$ cat src/design/ewm_ram.sv
`default_nettype none
module ewm_ram #(
  parameter int WIDTH = 32,
  parameter int DEPTH = 16
) (
  input  wire logic                     clk,
  input  wire logic                     we,
  input  wire logic [$clog2(DEPTH)-1:0] waddr,
  input  wire logic [WIDTH-1:0]         wdata,
  input  wire logic [$clog2(DEPTH)-1:0] raddr,
  output logic      [WIDTH-1:0]         rdata
);

  logic [WIDTH-1:0] mem [DEPTH];

  always_ff @(posedge clk) begin
    if (we) begin
      mem[waddr] <= wdata;
    end
    rdata <= mem[raddr];
  end

endmodule
`default_nettype wire

$ cat config.mk
export PLATFORM = sky130hd
export DESIGN_NAME = ewm_ram
export DESIGN_NICKNAME = d
export VERILOG_FILES = /design/src/design/ewm_ram.sv
export SDC_FILE = /design/constraint.sdc
export NUM_CORES = 1
export LEC_CHECK = 0
export BUFFER_PORTS_ARGS = -buffer_cell sky130_fd_sc_hd__buf_2
export CAP_MARGIN = 10
export CORE_MARGIN = 5
export CORE_UTILIZATION = 61
export CTS_CLUSTER_SIZE = 8
export DETAILED_ROUTE_END_ITERATION = 10
export HOLD_SLACK_MARGIN = 0.06
export PLACE_DENSITY_LB_ADDON = 0.15
export SKIP_LAST_GASP = 1
export SLEW_MARGIN = 5
export SYNTH_ARGS = -nofsm -noshare
export SYNTH_HDL_FRONTEND = slang
export SYNTH_SLANG_ARGS = --single-unit
$ cat constraint.sdc
create_clock -name clk -period 3.95 [get_ports clk]
set_input_delay 0.1975 -clock clk [delete_from_list [all_inputs] [get_ports clk]]
set_output_delay 0.1975 -clock clk [all_outputs]
set_load 0.02 [all_outputs]
== Word-level counts from Yosys, hierarchy flattened ==
Memory sizes are Yosys's and may differ from the RTL's. A register that Yosys moved wholly into a read port is not among the register bits.
Cells that the tools add are included.

* Mux-type cells: 2

{| class="wikitable"
|+ Operators by type and width
! cell !! count
|-
| 2-to-1 mux 1 bit || 2
|}

* Register bits after elaboration: 0
* Bits in writable memories: 512
* Bits of input ports: 42
* Output and inout bits: 32
* Memories kept: 1

{| class="wikitable"
|+ Memory list
! name !! depth !! bits a word !! read ports !! clocked after memory_dff !! wr ports !! RTL line !! RTL
|-
| mem || 16 || 32 || 1 || 1 || 1 || 14 || <nowiki>logic [WIDTH-1:0] mem [DEPTH];</nowiki>
|}

== Logic depth before layout (Yosys ltp) ==
Gate-level depths: netlist of the first run.

* Depth after elaboration: 2
* Gate-level depth with buffers: 5
* Mapped depth without buffers: 3

== Least setup slack after synthesis of the first run ==
No wires, ideal clock.

* Path kind: input port to flip-flop
* From: in waddr[2]
* To: mem mem[0][0] (enable)
* Library setup time: 461 ps
* Arrival time: 2916 ps
* Required time: 3489 ps
* Path slack: 573 ps
* Stages on the path: 2
* Cells stage by stage: or3b_2 nor3_1

{| class="wikitable"
|+ RTL lines
! item !! RTL line !! RTL
|-
| from (decl) || 8 || <nowiki>input wire logic [$clog2(DEPTH)-1:0] waddr,</nowiki>
|-
| to (decl) || 14 ||
|}

No word-level cell before the write port.

==> results of run 1 <==
[per-layer routing]
metal	GRT usage, %	up-vias
met3	4.504	68
met1	36.15	4972
li1	-	3916
met2	38.84	448
met4	6.022	0
met5	0	-
[worst paths after layout]
| check | start | to | slack [ns] | depth (start not counted) |
|---|---|---|---|---|
| max | raddr[0] | rdata[9] | 2.24 | 5 |
| min reg2reg | mem[14][13] | rdata[13] | 0.67 | 3 |
| max reg2reg | mem[3][19] | rdata[19] | 2.57 | 3 |
| min | raddr[2] | rdata[8] | 0.31 | 4 |
[report_power, final]
part / switching (mW) / internal, mW / leakage [nW]
sequential: 0.0418 / 6.47 / 4.89
combinational: 0.370 / 0.251 / 1.70
clock: 2.19 / 3.74 / 1.05
total: 2.60 / 10.5 / 7.65
[sequential cells by signal (all words and copies together) (netlist names)]
register and cells:
mem 512, rdata 32
[logic make-up after synthesis]
kind of cell    Yosys count  share of synthesized area [%]
buf+inv                  43                          1.122
compound gates           64                          2.420
flops                   544                          80.67
mux                     128                          14.52
simple gates             59                          1.273
[worst min-delay path, stage by stage]
cell	delay, ns
buf_2	0.16
nor2b_4	0.18
a22oi_1	0.21
nand2_1	0.06
[what timing repair did]
| action | 4_1_cts | 5_1_grt |
|---|---|---|
| hold buffers | 32 | 0 |
| endpoints found under the hold margin | 512 | 0 |
| gates resized for setup | 0 | 0 |
[per-stage QoR]
step | area (µm²) | hold WS [ns]
after floorplan | 19850 | 0.2964
after global placement | 20910 | 0.5419
after detailed placement | 20910 | 0.5669
after CTS | 23430 | 0.3040
after global routing | 23430 | 0.3513
final | 23430 | 0.3102
[area by class of cell]
class	count	area [µm²]
Fill cell	1899	8940
Sequential cell	544	16020
Multi-Input combinational cell	251	3749
Timing Repair Buffer	129	914.6
Tap cell	442	553.0
Clock buffer	127	2200
[cell usage in the layout (no fill, tap or decap), drive strengths merged]
cell / Yosys / final
edfxtp: 512 / 512
mux4: 128 / 128
clkbuf: 17 / 128
buf: 26 / 96
a22oi: 64 / 64
nand2: 33 / 33
dlygate4sd3: 0 / 32
dfxtp: 32 / 32
nor2: 13 / 13
nor3: 4 / 4
nor2b: 2 / 2
nand3b: 2 / 2
nand2b: 2 / 2
and2: 1 / 1
nand3: 1 / 1
or3b: 1 / 1
==> impl_metrics.py, run 1 <==
metrics = {
    "finish": {
        "drive_gt1_share_pct": 31.02,
        "final_net_count": 1045,
        "area_growth_pct": 18.02,
        "final_util_pct": 72.38,
        "instances_no_fill": 1493,
        "antenna_cells": 0,
    },
    "timing": {
        "fin_ws_ns": 2.244,
        "clock_skew_ns": 0.01235,
        "finalCritPeriodShare_pct": 43.20,
        "setup_viol": 0,
        "rsz0062_at_grt": "no",
        "hold_viol": 0,
        "finalCriticalPeriod_ns": 1.706,
        "finalSetupTns_ns": 0,
        "worstMarginPinSlew_ns": 0.8970,
        "fmax_ghz": 0.5860,
        "max_slew_margin_pct": 40.07,
        "drv_slew": 0,
    },
    "floorplanning": {
        "pin_count": 74,
        "die_y_um": 190.4,
        "die_width_um": 190.4,
        "die_area_um2": 36260,
        "initial_core_util_pct": 61.33,
        "rows": 66,
        "fp.coreArea_um2": 32370,
    },
    "clocking": {
        "path_clk_slew_ns": 0.05,
        "cts_sinks": 544,
        "clock-root-buffer": "clkbuf_16",
        "cts_max_path_buffers": 3,
        "clk_latency_ns": 0.56,
        "post_cts_buffers": 0,
        "ctsHtreeMaxLevel": 3,
        "cts_tree": "yes",
        "cts_buffers": 77,
    },
    "grt": {
        "grt_usage_pct": 24.36,
        "antenna_found_initial": 0,
        "grt_pass1_wl_um": 64180,
        "grt_pass1_vias": 10220,
        "grt_overflow_total": 0,
        "grt_max_degree": 65,
    },
    "pwr": {
        "powerDensity_nw_per_um2": 557.3,
        "fin_total_pwr_mw": 13.06,
        "leakage_nw": 7.650,
        "peakVddDrop_mv": 0.3352,
    },
    "logic_synthesis": {
        "synth-seq-cells": 544,
        "synth_top_area_cell": "edfxtp_1",
        "yosysSeqAreaShare_pct": 80.67,
        "synth-async-reset-ratio_pct": 0,
        "avgSynthCellArea_um2": 23.69,
        "synth_ff_type": "edfxtp_1",
        "synth_nets": 880,
        "syn_area_um2": 19850,
        "synthTopCellsByArea": "edfxtp_1, mux4_2, dfxtp_1",
        "synth-warning-count": 0,
        "syn_inst": 838,
        "yosysMostFrequentCell": "edfxtp_1",
        "ys_top_cells_by_count": "edfxtp_1, mux4_2, a22oi_1",
        "ys_types": 18,
        "synth.top_cell.area_share_pct": 77.44,
        "synth_edf_count": 512,
    },
    "setup_path": {
        "slowest_stage": "clkbuf_8",
        "crit_path_max_fanout": 64,
        "startpoint_type": "primary input",
        "critPathRequiredTime_ns": 4.38,
        "crit_buf_inv": 2,
        "path_class": "primary input to flop",
        "critPathTopFamily": "buffers and inverters",
        "slowest_delay_ns": 0.60,
        "crit_path_end_kind": "flop",
        "cp.arrival_ns": 2.14,
        "crit_chain": "clkbuf_8 > buf_12 > mux4_2 > a22oi_1 > nand2_1",
    },
    "detailed_routing": {
        "avgViaCountPerCell": 6.299,
        "wl_met2_um": 21220,
        "ant_nets": 0,
        "detail_route.wl_per_cell_um": 28.63,
        "wl_met1_um": 17510,
        "drc": 0,
        "vias": 9404,
        "drt_wl_total_um": 42740,
        "drt_iter0_markers": 1094,
        "highest_layer": "met4",
        "wl_met3_um": 3339,
        "drtPass1Iterations": 5,
    },
    "place": {
        "dpl_worst_slack_ns": 1.641,
        "place_congestion": 0.7101,
        "io_buffers": 73,
        "detailed_place_hpwl_um": 20630,
        "dp.cells": 1334,
    },
    "worst_hold_path": {
        "hp-class": "primary input to flop",
    },
    "run": {
        "max_cap_violations": 0,
    },
    "outcome": {
        "outcome": "completed",
    },
}
(Power assumes the default switching activity.)
==> run 2, diff against run 1 <==
Settings changed: CORE_UTILIZATION 61 to 55.
Clock period 3.95 ns to 1.42 ns, I/O delays scaled along.
==> run 2 against run 1 <==
Flip-flop and latch count unchanged. Clock skew up 0.0089 ns. Utilization decreased by 4.2 points. Clock power rose to 2.8 times the previous value. Via count down 0.93%. Register-to-register slack lost 2.5 ns. Cell area grew 3.4%. Cell count grew 4.8%. Routed wire length fell by 3.3%. Total power grew to 2.8 times the previous value. Largest cell class unchanged.
==> impl_metrics.py, run 2 (synthesis results as in run 1) <==
metrics = {
    "outcome": {
        "outcome": "completed",
    },
    "grt": {
        "grt_max_degree": 42,
        "grt_overflow_total": 0,
        "grt_pass1_wl_um": 63130,
        "grt_usage_pct": 21.61,
        "antenna_found_initial": 1,
        "grt_pass1_vias": 10150,
    },
    "timing": {
        "worstMarginPinSlew_ns": 1.067,
        "finalCritPeriodShare_pct": 94.15,
        "drv_slew": 0,
        "setup_viol": 0,
        "rsz0062_at_grt": "no",
        "clock_skew_ns": 0.02129,
        "max_slew_margin_pct": 28.72,
        "finalCriticalPeriod_ns": 1.337,
        "hold_ws_ns": 0.1102,
        "hold_viol": 0,
        "finalSetupTns_ns": 0,
        "fmax_ghz": 0.7480,
    },
    "finish": {
        "final_net_count": 1089,
        "regMostFlops": "mem",
        "seqCellArea_um2": 16020,
        "final_common_cell": "edfxtp_1",
        "drive_gt1_share_pct": 33.85,
        "reg_top3": "mem (512), rdata (32)",
        "final_cell_mix": "edfxtp_1, mux4_2, clkbuf_16",
        "area_growth_pct": 22.09,
        "fin_area_um2": 24240,
        "multi_input_area_um2": 3789,
        "instances_no_fill": 1564,
        "n_fill_cell": 2209,
        "largest_reg_flops": 512,
    },
    "detailed_routing": {
        "ant_nets": 0,
        "drt_iter0_markers": 828,
        "vias": 9317,
        "drt_wl_total_um": 41350,
        "drc": 0,
        "drtPass1Iterations": 5,
        "detail_route.wl_per_cell_um": 26.44,
        "avgViaCountPerCell": 5.957,
    },
    "setup_path": {
        "path_class": "primary input to flop",
        "critPathRequiredTime_ns": 1.86,
        "crit_chain": "dlygate4sd3_1 > buf_4 > buf_12 > mux4_2 > a22oi_1 > nand2_1",
        "crit_path_end_kind": "flop",
        "slowest_delay_ns": 0.53,
        "slowest_stage": "dlygate4sd3_1",
        "crit_path_max_fanout": 33,
        "cp.arrival_ns": 1.78,
        "startpoint_type": "primary input",
    },
    "pwr": {
        "leakage_nw": 7.992,
        "p_int_mw": 29.09,
        "pwr-share-clk_pct": 45.3,
        "peakVddDrop_mv": 1.159,
        "powerDensity_nw_per_um2": 1504,
        "p_sw_share_pct": 20.23,
        "power_frac_comb_pct": 5.1,
        "pwr-share-seq_pct": 49.6,
        "fin_total_pwr_mw": 36.47,
        "p_sw_mw": 7.378,
    },
    "floorplanning": {
        "die_width_um": 200.0,
        "rows": 69,
        "die_area_um2": 40000,
        "fp.coreArea_um2": 35570,
        "initial_core_util_pct": 55.82,
        "die_y_um": 200.0,
        "pin_count": 74,
    },
    "clocking": {
        "ctsHtreeMaxLevel": 3,
        "clock-root-buffer": "clkbuf_16",
        "cts_buffers": 77,
        "post_cts_buffers": 0,
        "clk_latency_ns": 0.58,
        "cts_resized": 0,
        "cts_max_path_buffers": 3,
        "path_clk_slew_ns": 0.05,
        "cts_tree": "yes",
        "cts_sinks": 544,
    },
    "worst_hold_path": {
        "hp-class": "primary input to flop",
    },
    "place": {
        "place_area_um2": 21700,
        "io_buffers": 73,
        "detailed_place_hpwl_um": 22680,
        "dp.cells": 1396,
        "place_congestion": 0.7421,
    },
    "run": {
        "max_cap_violations": 0,
    },
}
## run 2: changes by cell type in the layout (fill, tap and decap cells not counted), sizes merged
cell / before / now
buf: 96 / 139
diode: 0 / 1
dlygate4sd3: 32 / 33
inv: 0 / 5
clkbuf: 128 / 130
## run 2: cell type report
type / instances / area share, %
clock buffer: 129 / 8.930
clock inverter: 5 / 0.1807
sequential: 544 / 66.07
timing repair buffer: 173 / 6.798
antenna: 1 / 0.01032
tap: 461 / 2.380
multi-input combinational: 251 / 15.63
## run 2: routing by layer
metal  wire length [µm]  GRT usage (%)  vias up  part of all wire [%]
li1                   -              -     4019                     -
met1              16570          30.06     4903                    40
met2              21510          35.87      342                    52
met3               2612          4.297       53                   6.3
met4                661          5.912        0                   1.6
met5                  0              0        -                     0
## run 2: timing repair
item                       in CTS  in global routing
hold endpoints to repair      513                  0
setup endpoints to repair       0                  0
hold buffers                   33                  0
## run 2: worst paths after layout
kind | start | to | slack (ns) | depth (start not counted)
worst min-delay path | waddr[1] | mem[12][2] | 0.11 | 3
worst max register to register | mem[8][22] | rdata[22] | 0.11 | 3
worst max-delay path | raddr[1] | rdata[22] | 0.08 | 6
worst min register to register | mem[14][1] | rdata[1] | 0.65 | 3
## run 2: power groups by stage
| stage | logic [mW] | registers, mW | clock network (mW) |
|---|---|---|---|
| finish | 1.86 | 18.1 | 16.5 |
| global route | 2.00 | 18.1 | 17.7 |
| CTS | 1.89 | 18.1 | 16.8 |
| detailed placement | 1.81 | 18.4 | 0 |
| global placement | 1.76 | 18.4 | 0 |
| floorplan | 0.888 | 18.5 | 0 |
## run 2: metrics by stage
stage | util, % | setup slack, ns
after floorplan | - | -0.3602
after global placement | 61.00 | -0.1756
after detailed placement | 61.00 | -0.1999
after CTS | 68.14 | 0.09499
after global routing | 68.15 | 0.004889
final | 68.15 | 0.08313
## run 2: worst max-delay path: cells and delay by family
| kind | cells | cell delay, ns |
|---|---|---|
| buf+inv | 3 | 0.98 |
| compound gates | 1 | 0.29 |
| mux | 1 | 0.32 |
| simple gates | 1 | 0.08 |
